### config.mk
export PLATFORM = sky130hd
export DESIGN_NAME = journal_export_stream_parser_top_flat
export DESIGN_NICKNAME = d
export VERILOG_FILES = /design/src/rtl/jesp_pkg.sv /design/src/rtl/jesp_if.sv /design/src/rtl/jesp_front.sv /design/src/rtl/jesp_back.sv /design/src/rtl/journal_export_stream_parser_top.sv /design/src/flat_wrapper.sv
export SDC_FILE = /design/constraint.sdc
export NUM_CORES = 2
export LEC_CHECK = 0
export BUFFER_PORTS_ARGS = -buffer_cell sky130_fd_sc_hd__clkbuf_2
export CAP_MARGIN = 20
export CORE_AREA = 3 3 294 296
export CTS_BUF_LIST = sky130_fd_sc_hd__clkbuf_4 sky130_fd_sc_hd__clkbuf_8
export DETAILED_ROUTE_END_ITERATION = 8
export DIE_AREA = 0 0 297 299
export GPL_TIMING_DRIVEN = 0
export PLACE_DENSITY = 0.74
export SETUP_SLACK_MARGIN = 0.5
export SLEW_MARGIN = 10
export SYNTH_ARGS = -nofsm -noshare
export SYNTH_HDL_FRONTEND = slang
export SYNTH_SLANG_ARGS = --single-unit
### constraint.sdc
create_clock -name clock -period 12.9 [get_ports clock]
set_input_delay 2.58 -clock clock [delete_from_list [all_inputs] [get_ports clock]]
set_output_delay 2.58 -clock clock [all_outputs]
set_load 0.01 [all_outputs]
### src/rtl/jesp_pkg.sv
// Package for the export stream parser: result kinds, error codes, prefix
// lookups and the queue word type. No dependencies.
`timescale 1ns / 1ps
package jesp_pkg;

   localparam logic [1:0] KIND_BYTE  = 2'd0;
   localparam logic [1:0] KIND_END   = 2'd1;
   localparam logic [1:0] KIND_ENTRY = 2'd2;
   localparam logic [1:0] KIND_ERR   = 2'd3;

   localparam logic [1:0] ERR_NONE    = 2'd0;
   localparam logic [1:0] ERR_TOO_BIG = 2'd1;
   localparam logic [1:0] ERR_NO_TERM = 2'd2;
   localparam logic [1:0] ERR_STAMP   = 2'd3;

   localparam logic [7:0] CH_NL    = 8'h0A;
   localparam logic [7:0] CH_EQ    = 8'h3D;
   localparam logic [7:0] CH_UNDER = 8'h5F;
   localparam logic [7:0] CH_ZERO  = 8'h30;
   localparam logic [7:0] CH_NINE  = 8'h39;

   localparam logic [4:0] LEN_CURSOR = 5'd9;
   localparam logic [4:0] LEN_REAL   = 5'd21;
   localparam logic [4:0] LEN_MONO   = 5'd22;

   localparam logic [2:0] CAND_CURSOR = 3'b001;
   localparam logic [2:0] CAND_REAL   = 3'b010;
   localparam logic [2:0] CAND_MONO   = 3'b100;

   // One result as it leaves the parser (before stamps are attached).
   typedef struct packed {
      logic [1:0] kind;
      logic [7:0] data;
      logic [1:0] err;
      logic       last;
   } result_type;

   // Byte of "__CURSOR=" at position p.
   function automatic logic [7:0] cursor_char(input logic [4:0] p);
      logic [7:0] c;
      case (p)
         5'd0, 5'd1: c = 8'h5F;
         5'd2: c = "C";
         5'd3: c = "U";
         5'd4: c = "R";
         5'd5: c = "S";
         5'd6: c = "O";
         5'd7: c = "R";
         5'd8: c = "=";
         default: c = 8'h00;
      endcase
      return c;
   endfunction

   // Byte of the realtime stamp line prefix at position p.
   function automatic logic [7:0] real_char(input logic [4:0] p);
      logic [7:0] c;
      case (p)
         5'd0, 5'd1, 5'd10: c = 8'h5F;
         5'd2: c = "R";
         5'd3: c = "E";
         5'd4: c = "A";
         5'd5: c = "L";
         5'd6: c = "T";
         5'd7: c = "I";
         5'd8: c = "M";
         5'd9: c = "E";
         5'd11: c = "T";
         5'd12: c = "I";
         5'd13: c = "M";
         5'd14: c = "E";
         5'd15: c = "S";
         5'd16: c = "T";
         5'd17: c = "A";
         5'd18: c = "M";
         5'd19: c = "P";
         5'd20: c = "=";
         default: c = 8'h00;
      endcase
      return c;
   endfunction

   // Byte of the monotonic stamp line prefix at position p.
   function automatic logic [7:0] mono_char(input logic [4:0] p);
      logic [7:0] c;
      case (p)
         5'd0, 5'd1, 5'd11: c = 8'h5F;
         5'd2: c = "M";
         5'd3: c = "O";
         5'd4: c = "N";
         5'd5: c = "O";
         5'd6: c = "T";
         5'd7: c = "O";
         5'd8: c = "N";
         5'd9: c = "I";
         5'd10: c = "C";
         5'd12: c = "T";
         5'd13: c = "I";
         5'd14: c = "M";
         5'd15: c = "E";
         5'd16: c = "S";
         5'd17: c = "T";
         5'd18: c = "A";
         5'd19: c = "M";
         5'd20: c = "P";
         5'd21: c = "=";
         default: c = 8'h00;
      endcase
      return c;
   endfunction

endpackage

### src/rtl/jesp_if.sv
// Valid/ready channel interfaces for the export stream parser.
// Depends on nothing but plain logic types.
`timescale 1ns / 1ps
interface jesp_req_if;
   logic       valid;
   logic       ready;
   logic [7:0] in_byte;
   modport source (output valid, output in_byte, input ready);
   modport sink (input valid, input in_byte, output ready);
endinterface

interface jesp_rsp_if;
   logic        valid;
   logic        ready;
   logic [1:0]  out_kind;
   logic [7:0]  out_byte;
   logic [63:0] realtime_stamp;
   logic [63:0] monotonic_stamp;
   logic [1:0]  error_code;
   logic        last;
   modport source (output valid, output out_kind, output out_byte, output realtime_stamp,
                   output monotonic_stamp, output error_code, output last, input ready);
   modport sink (input valid, input out_kind, input out_byte, input realtime_stamp,
                 input monotonic_stamp, input error_code, input last, output ready);
endinterface

interface jesp_csr_if;
   logic        valid;
   logic        ready;
   logic [31:0] data;
   modport source (output valid, output data, input ready);
   modport sink (input valid, input data, output ready);
endinterface

### src/rtl/jesp_front.sv
// Front part: takes one stream byte a cycle while the queue has room, runs
// the parse state and produces up to two results into the queue. Depends on jesp_pkg.
`timescale 1ns / 1ps
module jesp_front (
   input  logic                 clock,
   input  logic                 reset,
   input  logic                 in_valid,
   input  logic [7:0]           in_byte,
   input  logic [31:0]          max_size,
   input  logic                 q_room,
   output logic                 in_ready,
   output logic                 push,
   output logic [1:0]           push_count,
   output jesp_pkg::result_type res0,
   output jesp_pkg::result_type res1,
   output logic                 stamp_we,
   output logic                 stamp_sel_real,
   output logic [63:0]          stamp_val
);
   import jesp_pkg::*;

   typedef enum logic [3:0] {
      PH_START, PH_TEXT, PH_VALUE, PH_DUNDER, PH_STAMP,
      PH_SKIP, PH_LEN, PH_DATA, PH_FINISH, PH_HALT
   } phase_type;

   phase_type   phase_ff, phase_in;
   logic        held_ff, held_in;
   logic [4:0]  pos_ff, pos_in;
   logic [2:0]  cand_ff, cand_in;
   logic [2:0]  lidx_ff, lidx_in;
   logic [63:0] rem_ff, rem_in;
   logic [63:0] acc_ff, acc_in;
   logic        seen_ff, seen_in;
   logic        field_ff, field_in;

   logic        fire;
   logic [2:0]  cmatch;
   logic [4:0]  pos_nx;
   logic [3:0]  digit;
   logic [67:0] acc_x10;
   logic [64:0] acc_new;
   logic        acc_ovf;
   logic [63:0] acc_len;

   assign in_ready = q_room;
   assign fire = in_valid && in_ready;

   // Decimal step and prefix matching
   assign digit   = in_byte[3:0];
   assign acc_x10 = {4'd0, acc_ff} * 68'd10;
   assign acc_new = {1'b0, acc_x10[63:0]} + {61'd0, digit};
   assign acc_ovf = (acc_x10[67:64] != 4'd0) || acc_new[64];
   assign pos_nx  = pos_ff + 5'd1;
   assign acc_len = acc_ff | ({56'd0, in_byte} << {lidx_ff, 3'b000});
   always_comb begin
      cmatch[0] = cand_ff[0] && (pos_ff < LEN_CURSOR) && (cursor_char(pos_ff) == in_byte);
      cmatch[1] = cand_ff[1] && (pos_ff < LEN_REAL) && (real_char(pos_ff) == in_byte);
      cmatch[2] = cand_ff[2] && (pos_ff < LEN_MONO) && (mono_char(pos_ff) == in_byte);
   end

   function automatic result_type mk(input logic [1:0] k, input logic [7:0] d,
                                     input logic [1:0] e);
      result_type r;
      r.kind = k;
      r.data = (k == KIND_BYTE) ? d : 8'd0;
      r.err  = (k == KIND_ERR) ? e : ERR_NONE;
      r.last = 1'b0;
      return r;
   endfunction

   // Next-state and result selection
   always_comb begin
      result_type r0, r1;
      logic [1:0] n;
      logic [7:0] tb;
      phase_type  tph;
      r0 = mk(KIND_BYTE, 8'd0, ERR_NONE);
      r1 = mk(KIND_BYTE, 8'd0, ERR_NONE);
      n = 2'd0;
      phase_in = phase_ff; held_in = held_ff; pos_in = pos_ff; cand_in = cand_ff;
      lidx_in = lidx_ff; rem_in = rem_ff; acc_in = acc_ff; seen_in = seen_ff;
      field_in = field_ff;
      stamp_we = 1'b0; stamp_sel_real = cand_ff[1]; stamp_val = acc_ff;
      // ordinary text name byte
      if (in_byte == CH_EQ) begin
         tb = CH_EQ; tph = PH_VALUE;
      end else if (in_byte == CH_NL) begin
         tb = CH_EQ; tph = PH_LEN;
      end else begin
         tb = in_byte; tph = PH_TEXT;
      end
      case (phase_ff)
         PH_START: begin
            if (held_ff) begin
               held_in = 1'b0;
               if (in_byte == CH_UNDER) begin
                  phase_in = PH_DUNDER; pos_in = 5'd2; cand_in = 3'b111;
               end else begin
                  field_in = 1'b1;
                  r0 = mk(KIND_BYTE, CH_UNDER, ERR_NONE);
                  r1 = mk(KIND_BYTE, tb, ERR_NONE);
                  n = 2'd2; phase_in = tph;
                  if (tph == PH_LEN) begin
                     lidx_in = 3'd0; acc_in = 64'd0;
                  end
               end
            end else if (in_byte == CH_NL) begin
               if (field_ff) begin
                  r0 = mk(KIND_ENTRY, 8'd0, ERR_NONE); n = 2'd1;
               end
               field_in = 1'b0;
            end else if (in_byte == CH_UNDER) begin
               held_in = 1'b1;
            end else begin
               field_in = 1'b1;
               r0 = mk(KIND_BYTE, tb, ERR_NONE); n = 2'd1; phase_in = tph;
               if (tph == PH_LEN) begin
                  lidx_in = 3'd0; acc_in = 64'd0;
               end
            end
         end
         PH_TEXT: begin
            r0 = mk(KIND_BYTE, tb, ERR_NONE); n = 2'd1; phase_in = tph;
            if (tph == PH_LEN) begin
               lidx_in = 3'd0; acc_in = 64'd0;
            end
         end
         PH_VALUE: begin
            if (in_byte == CH_NL) begin
               r0 = mk(KIND_END, 8'd0, ERR_NONE); phase_in = PH_START;
            end else begin
               r0 = mk(KIND_BYTE, in_byte, ERR_NONE);
            end
            n = 2'd1;
         end
         PH_DUNDER: begin
            if (in_byte == CH_NL) begin
               phase_in = PH_START;
            end else begin
               cand_in = cmatch; pos_in = pos_nx;
               if (cmatch == 3'd0 || (cmatch[0] && pos_nx == LEN_CURSOR)) begin
                  phase_in = PH_SKIP;
               end else if ((cmatch[1] && pos_nx == LEN_REAL) ||
                            (cmatch[2] && pos_nx == LEN_MONO)) begin
                  phase_in = PH_STAMP; acc_in = 64'd0; seen_in = 1'b0;
               end
            end
         end
         PH_STAMP: begin
            if (in_byte == CH_NL) begin
               if (!seen_ff) begin
                  r0 = mk(KIND_ERR, 8'd0, ERR_STAMP); n = 2'd1; phase_in = PH_HALT;
               end else begin
                  stamp_we = 1'b1; phase_in = PH_START;
               end
            end else if (in_byte >= CH_ZERO && in_byte <= CH_NINE) begin
               if (acc_ovf) begin
                  r0 = mk(KIND_ERR, 8'd0, ERR_STAMP); n = 2'd1; phase_in = PH_HALT;
               end else begin
                  acc_in = acc_new[63:0]; seen_in = 1'b1;
               end
            end else begin
               r0 = mk(KIND_ERR, 8'd0, ERR_STAMP); n = 2'd1; phase_in = PH_HALT;
            end
         end
         PH_SKIP: begin
            if (in_byte == CH_NL) phase_in = PH_START;
         end
         PH_LEN: begin
            acc_in = acc_len; lidx_in = lidx_ff + 3'd1;
            if (lidx_ff == 3'd7) begin
               if (acc_len > {32'd0, max_size}) begin
                  r0 = mk(KIND_ERR, 8'd0, ERR_TOO_BIG); n = 2'd1; phase_in = PH_HALT;
               end else begin
                  rem_in = acc_len;
                  phase_in = (acc_len != 64'd0) ? PH_DATA : PH_FINISH;
               end
            end
         end
         PH_DATA: begin
            r0 = mk(KIND_BYTE, in_byte, ERR_NONE); n = 2'd1;
            rem_in = rem_ff - 64'd1;
            if (rem_ff == 64'd1) phase_in = PH_FINISH;
         end
         PH_FINISH: begin
            if (in_byte == CH_NL) begin
               r0 = mk(KIND_END, 8'd0, ERR_NONE); phase_in = PH_START;
            end else begin
               r0 = mk(KIND_ERR, 8'd0, ERR_NO_TERM); phase_in = PH_HALT;
            end
            n = 2'd1;
         end
         default: phase_in = PH_HALT;
      endcase
      if (n == 2'd1) r0.last = 1'b1;
      if (n == 2'd2) r1.last = 1'b1;
      res0 = r0; res1 = r1; push_count = n;
   end

   assign push = fire && (push_count != 2'd0);

   // Hold parse state, advance on each accepted byte
   always_ff @(posedge clock) begin
      if (reset) begin
         phase_ff <= PH_START; held_ff <= 1'b0; pos_ff <= 5'd0; cand_ff <= 3'b111;
         lidx_ff <= 3'd0; rem_ff <= 64'd0; acc_ff <= 64'd0; seen_ff <= 1'b0;
         field_ff <= 1'b0;
      end else if (fire) begin
         phase_ff <= phase_in; held_ff <= held_in; pos_ff <= pos_in; cand_ff <= cand_in;
         lidx_ff <= lidx_in; rem_ff <= rem_in; acc_ff <= acc_in; seen_ff <= seen_in;
         field_ff <= field_in;
      end
   end

   a_halt_sticky: assert property (@(posedge clock) disable iff (reset)
      phase_ff == PH_HALT |=> phase_ff == PH_HALT) else $error("halt left");
   a_err_last: assert property (@(posedge clock) disable iff (reset)
      push && res0.kind == KIND_ERR |-> res0.last && push_count == 2'd1)
      else $error("error not sole result");
   a_halt_quiet: assert property (@(posedge clock) disable iff (reset)
      phase_ff == PH_HALT |-> !push) else $error("result after halt");
endmodule

### src/rtl/jesp_back.sv
// Back part: a four-entry result queue, stamp registers, and the head-entry
// output toward the result channel. Depends on jesp_pkg.
`timescale 1ns / 1ps
module jesp_back (
   input  logic                 clock,
   input  logic                 reset,
   input  logic                 push,
   input  logic [1:0]           push_count,
   input  jesp_pkg::result_type res0,
   input  jesp_pkg::result_type res1,
   input  logic                 stamp_we,
   input  logic                 stamp_sel_real,
   input  logic [63:0]          stamp_val,
   output logic                 q_room,
   output logic                 out_valid,
   input  logic                 out_ready,
   output logic [1:0]           out_kind,
   output logic [7:0]           out_byte,
   output logic [63:0]          out_real,
   output logic [63:0]          out_mono,
   output logic [1:0]           out_err,
   output logic                 out_last
);
   import jesp_pkg::*;

   result_type  mem_ff [4];
   logic [63:0] mreal_ff [4];
   logic [63:0] mmono_ff [4];
   logic [1:0]  wp_ff, rp_ff;
   logic [2:0]  cnt_ff;
   logic [63:0] real_ff, mono_ff;
   logic        pop;
   logic [2:0]  npush;

   assign npush  = push ? {1'b0, push_count} : 3'd0;
   assign q_room = (cnt_ff <= 3'd2) || ((cnt_ff == 3'd3) && out_ready);
   assign pop    = (cnt_ff != 3'd0) && out_ready;
   assign out_valid = cnt_ff != 3'd0;

   // Write results with the stamps held now, advance pointers
   always_ff @(posedge clock) begin
      if (push) begin
         mem_ff[wp_ff] <= res0;
         mreal_ff[wp_ff] <= real_ff;
         mmono_ff[wp_ff] <= mono_ff;
         if (push_count == 2'd2) mem_ff[wp_ff + 2'd1] <= res1;
      end
      if (reset) begin
         wp_ff <= 2'd0; rp_ff <= 2'd0; cnt_ff <= 3'd0;
      end else begin
         wp_ff  <= wp_ff + npush[1:0];
         rp_ff  <= rp_ff + {1'b0, pop};
         cnt_ff <= cnt_ff + npush - {2'd0, pop};
      end
   end

   // Keep timestamps; each push copies them in beside its first word
   always_ff @(posedge clock) begin
      if (reset) begin
         real_ff <= 64'd0; mono_ff <= 64'd0;
      end else if (stamp_we) begin
         if (stamp_sel_real) real_ff <= stamp_val;
         else mono_ff <= stamp_val;
      end
   end

   // Drive head entry
   always_comb begin
      result_type h;
      h = mem_ff[rp_ff];
      out_kind = h.kind; out_byte = h.data; out_err = h.err; out_last = h.last;
      out_real = (h.kind == KIND_ENTRY) ? mreal_ff[rp_ff] : 64'd0;
      out_mono = (h.kind == KIND_ENTRY) ? mmono_ff[rp_ff] : 64'd0;
   end

   a_cnt_bound: assert property (@(posedge clock) disable iff (reset)
      cnt_ff <= 3'd4) else $error("queue overflow");
   a_no_over: assert property (@(posedge clock) disable iff (reset)
      push |-> q_room) else $error("push without room");
   a_ptr: assert property (@(posedge clock) disable iff (reset)
      (wp_ff - rp_ff) == cnt_ff[1:0]) else $error("pointer mismatch");
endmodule

### src/rtl/journal_export_stream_parser_top.sv
// Top level of the export stream parser: channel interfaces, config register,
// front parser and back result queue. Depends on jesp_pkg, jesp_if, front, back.
//
// Usage: stream bytes go in on req (valid/ready, in_byte); results come out on
// rsp (out_kind, out_byte, stamps, error_code, last), one word per handshake.
// csr writes max_binary_size (32 bits); write only while idle. Reset value is
// 805306368.
// Throughput: one byte per cycle while the queue has room; a byte causing two
// results is still taken in one handshake, the output side drains one result a
// cycle while rsp is ready. Each result is queued when its byte is accepted.
// A four-word result queue sits between the parser and the output, so the
// parser keeps taking bytes while rsp stalls until the queue is near full;
// req_ready then drops.
// Reset (synchronous) clears parse state, timestamps and the queue. After an
// error result the block consumes bytes silently until reset.
// Entry-complete words carry the timestamps held when they enter the queue,
// so a later timestamp line cannot change a word still waiting on rsp.
`timescale 1ns / 1ps
module journal_export_stream_parser_top (
   input logic       clock,
   input logic       reset,
   jesp_req_if.sink  req,
   jesp_rsp_if.source rsp,
   jesp_csr_if.sink  csr
);
   import jesp_pkg::*;

   logic [31:0] max_ff;
   logic        q_room, push, stamp_we, stamp_sel_real;
   logic [1:0]  push_count;
   logic [63:0] stamp_val;
   result_type  res0, res1;

   // Hold the size limit
   assign csr.ready = 1'b1;
   always_ff @(posedge clock) begin
      if (reset) begin
         max_ff <= 32'd805306368;
      end else if (csr.valid) begin
         max_ff <= csr.data;
      end
   end

   jesp_front u_front (
      .clock(clock), .reset(reset), .in_valid(req.valid), .in_byte(req.in_byte),
      .max_size(max_ff), .q_room(q_room), .in_ready(req.ready), .push(push),
      .push_count(push_count), .res0(res0), .res1(res1), .stamp_we(stamp_we),
      .stamp_sel_real(stamp_sel_real), .stamp_val(stamp_val)
   );

   jesp_back u_back (
      .clock(clock), .reset(reset), .push(push), .push_count(push_count),
      .res0(res0), .res1(res1), .stamp_we(stamp_we && req.valid && req.ready),
      .stamp_sel_real(stamp_sel_real), .stamp_val(stamp_val), .q_room(q_room),
      .out_valid(rsp.valid), .out_ready(rsp.ready), .out_kind(rsp.out_kind),
      .out_byte(rsp.out_byte), .out_real(rsp.realtime_stamp),
      .out_mono(rsp.monotonic_stamp), .out_err(rsp.error_code), .out_last(rsp.last)
   );
endmodule

### src/flat_wrapper.sv
// flat-port wrapper written by rule: the top's interface ports become plain ports
module journal_export_stream_parser_top_flat import jesp_pkg::*;
  (clock, reset, req_valid, req_in_byte, req_ready, rsp_valid, rsp_out_kind, rsp_out_byte, rsp_realtime_stamp, rsp_monotonic_stamp, rsp_error_code, rsp_last, rsp_ready, csr_valid, csr_data, csr_ready);
  jesp_req_if req_i ();
  jesp_rsp_if rsp_i ();
  jesp_csr_if csr_i ();
  input logic clock;
  input logic reset;
  input wire logic [$bits(req_i.valid)-1:0] req_valid;
  input wire logic [$bits(req_i.in_byte)-1:0] req_in_byte;
  output wire logic [$bits(req_i.ready)-1:0] req_ready;
  output wire logic [$bits(rsp_i.valid)-1:0] rsp_valid;
  output wire logic [$bits(rsp_i.out_kind)-1:0] rsp_out_kind;
  output wire logic [$bits(rsp_i.out_byte)-1:0] rsp_out_byte;
  output wire logic [$bits(rsp_i.realtime_stamp)-1:0] rsp_realtime_stamp;
  output wire logic [$bits(rsp_i.monotonic_stamp)-1:0] rsp_monotonic_stamp;
  output wire logic [$bits(rsp_i.error_code)-1:0] rsp_error_code;
  output wire logic [$bits(rsp_i.last)-1:0] rsp_last;
  input wire logic [$bits(rsp_i.ready)-1:0] rsp_ready;
  input wire logic [$bits(csr_i.valid)-1:0] csr_valid;
  input wire logic [$bits(csr_i.data)-1:0] csr_data;
  output wire logic [$bits(csr_i.ready)-1:0] csr_ready;
  assign req_i.valid = req_valid;
  assign req_i.in_byte = req_in_byte;
  assign req_ready = req_i.ready;
  assign rsp_valid = rsp_i.valid;
  assign rsp_out_kind = rsp_i.out_kind;
  assign rsp_out_byte = rsp_i.out_byte;
  assign rsp_realtime_stamp = rsp_i.realtime_stamp;
  assign rsp_monotonic_stamp = rsp_i.monotonic_stamp;
  assign rsp_error_code = rsp_i.error_code;
  assign rsp_last = rsp_i.last;
  assign rsp_i.ready = rsp_ready;
  assign csr_i.valid = csr_valid;
  assign csr_i.data = csr_data;
  assign csr_ready = csr_i.ready;
  journal_export_stream_parser_top u_core (.clock(clock), .reset(reset), .req(req_i), .rsp(rsp_i), .csr(csr_i));
endmodule
==> impl_metrics.toml <==
[outcome]
outcome = "finished, final reports clean"

[timing]
tns_ns = 0
setup_violations = 0
fin_skew_ns = 0.05772
fin_crit_ns = 8.384
finalHoldViolCount = 0
fmax_ghz = 0.1193
slew_headroom = 0.2417
worst_slack_ns = 4.516
tightest_slew_ns = 1.138
rsz0062_at_grt = "false"
fin_crit_sh = 0.6499
maxSlewViolCount = 0

[worst_setup_path]
worstPathRequired_ns = 13.30
worstSetupPathType = "in -> reg"
cp_slowest_cell = "clkbuf_1"
reg2reg_depth = 19
crit_fanout = 97
cp.arrival_ns = 8.78
crit_path_end_kind = "flip-flop"
crit_chain = "clkbuf_2 -> clkbuf_1 -> clkbuf_1 -> a21oi_1 -> inv_1 -> ha_1 -> a21o_1 -> a21o_1 -> a21o_1 -> a21o_1 -> a21oi_1 -> nor2_1 -> nor4_1 -> clkbuf_2 -> o21ai_0 -> a32oi_1 -> a21bo_1 -> buf_4 -> o21ai_1 -> buf_2 -> inv_8 -> buf_16"
start_kind = "input pin"
critPathMaxStageDelay_ns = 0.77
path_common_cell = "a21o_1"

[power_and_ir_drop]
p_seq_frac = 0.433
ir_drop_uv = 80.79
power_density_nw_per_um2 = 154.3
power.share.clock = 0.321
cellLeakagePower_uw = 0.01938
swShare = 0.3111
p_comb_frac = 0.246
switching_power_uw = 2480
intPower_uw = 5492

[yosys]
synthCells = 4332
synth_edf_count = 548
synthArstFlopShare = 0
yosysTopAreaCell = "edfxtp_1"
synthTopCellsByArea = "edfxtp_1, dfxtp_1, mux4_2, ha_1, nand2_1"
syn_nets = 4557
synth_top_flop_cell = "edfxtp_1"
avgSynthCellArea_um2 = 10.62
synth_top_area_frac = 0.3576
yosysWarnings = 0
synth.cell_area_um2 = 46020
synth.distinct_cells = 108
ys_seq_area_frac = 0.5098
ys_seq_elements = 898

[grt]
grt.total_usage = 0.3135
grt_pass1_wl_um = 214700
grt_pass1_vias = 36060
gr-total-overflow = 0
antenna_found_initial = 4
grt_max_degree = 98

[route]
ant_nets = 0
via_per_inst = 6.291
firstDrtPassIters = 7
vias = 37320
drc_errors = 0
drt_iter0_drc = 4165
wirelength_um = 141600
routedWlPerCell_um = 23.87

[clock_tree]
root_buffer = "clkbuf_8"
htree_levels = 4
ctsResizeCount = 0
clk_pin_slew_ns = 0.06
cts_tree = "yes"
ctsHoldBuffers = 0
numClockSinks = 898
cts_buffers = 146
postCtsSetupBuffers = 0
clk_latency_ns = 0.86
clock_path_buffers = 3

[finish]
nets = 4903
drive_above_1_share = 0.1422
fin_util = 0.6164
final_area_um2 = 51670
area_growth_pct = 12.27
instances_no_fill = 5933

[place]
post-place-ws_ns = 3.394
dp_cells = 5661
io_buffers = 183
placed_area_um2 = 48590
hpwl_um = 103400
routabilityCongestion = 1.019

[floorplan]
die_y_um = 299
die_area_um2 = 88800
initial_utilization = 0.5490
rows = 106
dieWidth_um = 297
core-area_um2 = 83820
io_pins = 189

[min_path]
hp-class = "reg -> reg"
hold_depth = 2

[flow_run]
maxCapViolCount = 0
-- cell families (layout without fill, tap and decap cells) --
kind of cell               Yosys count  after routing  share of synthesized area
adders and majority gates          181            181                    0.04965
buffers and inverters              401            865                    0.03510
AOI/OAI and AO/OA                 1000           1000                     0.1356
and+or+nand+nor                   1505           1505                     0.1591
DFF                                898            898                     0.5098
xor gates and xnor gates           112            112                    0.02132
other                                1              4                 0.00008149
muxes                              234            234                    0.08931
-- power by group through the flow --
stage	Sequential (uW)	Clock (uW)	Combinational [uW]
floorplan	3450	0	1330
global placement	3530	0	1900
detailed placement	3500	0	1950
CTS	3450	2590	1960
global route	3470	2720	2120
finish	3450	2560	1960
-- cells in the final DEF, fill, tap and decap left out, types with 17 or more instances in the layout --
cell | netlist | routed
and3_1 | 23 | 23
a211oi_1 | 48 | 48
clkinv_1 | 2 | 21
xor2_1 | 41 | 41
nand3_1 | 63 | 63
ha_1 | 177 | 177
o21ai_1 | 18 | 18
a21oi_1 | 341 | 341
a22oi_1 | 39 | 39
inv_1 | 125 | 121
o22ai_1 | 74 | 74
o211ai_1 | 18 | 18
nand2_1 | 530 | 530
mux4_2 | 141 | 141
nor3_1 | 117 | 117
o21ai_0 | 197 | 197
o21a_1 | 26 | 26
clkinv_2 | 0 | 23
clkbuf_2 | 2 | 188
buf_2 | 20 | 22
or3_1 | 24 | 24
a31oi_1 | 37 | 37
nand4_1 | 60 | 60
nand2b_1 | 21 | 21
or4_1 | 27 | 27
edfxtp_1 | 548 | 548
nor4_1 | 81 | 79
nor2b_1 | 151 | 151
a221oi_1 | 17 | 17
xnor2_1 | 71 | 71
clkbuf_4 | 0 | 41
clkbuf_8 | 0 | 163
dfxtp_1 | 350 | 350
a21o_1 | 43 | 43
clkbuf_1 | 226 | 225
mux2i_1 | 90 | 90
nor2_1 | 318 | 318
-- cell type report --
| type | count | area, um^2 |
|---|---|---|
| sequential | 898 | 23460 |
| clock buffer | 204 | 2551 |
| buffer | 273 | 1136 |
| inverter | 128 | 510.5 |
| antenna | 3 | 7.507 |
| fill | 6817 | 32150 |
| tap | 1134 | 1419 |
| multi-input combinational | 3033 | 20960 |
| timing repair buffer | 198 | 1117 |
| clock inverter | 62 | 503.0 |
-- metrics by stage --
step | total power, uW | hold slack, ns
2_1_floorplan | 4784 | 0.4313
3_3_place_gp | 5439 | 0.4443
3_5_place_dp | 5454 | 0.4502
4_1_cts | 7996 | 0.4571
5_1_grt | 8306 | 0.4725
6_report | 7972 | 0.4609
-- path summary, 6_finish.rpt --
path,start,end,slack (ns)
worst max-delay path,req_in_byte[1],u_core.u_back.mmono_ff[1][22],4.52
worst min-delay path,u_core.u_back.mem_ff[3][12],u_core.u_back.mem_ff[3][12],0.46
worst max register to register,u_core.u_front.stamp_val[2],u_core.u_back.mmono_ff[1][22],5.44
worst min register to register,u_core.u_back.mem_ff[3][12],u_core.u_back.mem_ff[3][12],0.46
-- worst max-delay path, delay by kind of cell --
| family | cells | cell delay (ns) |
|---|---|---|
| and+or+nand+nor | 2 | 0.36 |
| adders and majority gates | 1 | 0.27 |
| buffers and inverters | 9 | 2.90 |
| AOI/OAI and AO/OA | 10 | 2.39 |
-- cell usage after synthesis, types with 8 or more instances --
| library cell | instances |
|---|---|
| or3_1 | 24 |
| clkbuf_1 | 226 |
| and2_1 | 15 |
| nor2b_1 | 151 |
| or2_2 | 11 |
| and3_1 | 23 |
| inv_1 | 125 |
| o21ai_1 | 18 |
| mux4_2 | 141 |
| nand3_1 | 63 |
| a211oi_1 | 48 |
| and4_1 | 15 |
| a22oi_1 | 39 |
| o21ai_0 | 197 |
| o21a_1 | 26 |
| buf_2 | 20 |
| dfxtp_1 | 350 |
| o211ai_1 | 18 |
| a21oi_1 | 341 |
| nand2b_1 | 21 |
| nand4_1 | 60 |
| o32ai_1 | 11 |
| nand2_1 | 530 |
| nor4_1 | 81 |
| a21o_1 | 43 |
| o31ai_1 | 12 |
| xnor2_1 | 71 |
| xor2_1 | 41 |
| ha_1 | 177 |
| nor2_1 | 318 |
| a221oi_1 | 17 |
| nor3b_1 | 8 |
| o22ai_1 | 74 |
| buf_1 | 13 |
| edfxtp_1 | 548 |
| mux2i_1 | 90 |
| a31oi_1 | 37 |
| nor3_1 | 117 |
| or4_1 | 27 |
-- state kept, by name, indices dropped and copies added, names as in the netlist, named ones only --
| register | flops |
|---|---|
| u_core.max_ff | 32 |
| u_core.u_back.cnt_ff | 3 |
| u_core.u_back.mem_ff | 52 |
| u_core.u_back.mmono_ff | 256 |
| u_core.u_back.mono_ff | 64 |
| u_core.u_back.mreal_ff | 256 |
| u_core.u_back.real_ff | 64 |
| u_core.u_back.rp_ff | 2 |
| u_core.u_back.wp_ff | 2 |
| u_core.u_front.cand_ff | 3 |
| u_core.u_front.field_ff | 1 |
| u_core.u_front.held_ff | 1 |
| u_core.u_front.lidx_ff | 3 |
| u_core.u_front.phase_ff | 4 |
| u_core.u_front.pos_ff | 5 |
| u_core.u_front.rem_ff | 64 |
| u_core.u_front.seen_ff | 1 |
| u_core.u_front.stamp_val | 64 |
-- per-layer routing --
metal / global-route usage / vias up / share of wire
met1: 0.4222 / 18070 / 0.41
met5: 0 / - / 0.000092
li1: - / 16930 / -
met3: 0.05565 / 369 / 0.090
met4: 0.1372 / 2 / 0.044
met2: 0.5013 / 1959 / 0.46
Power figures use the tool's default switching activity.
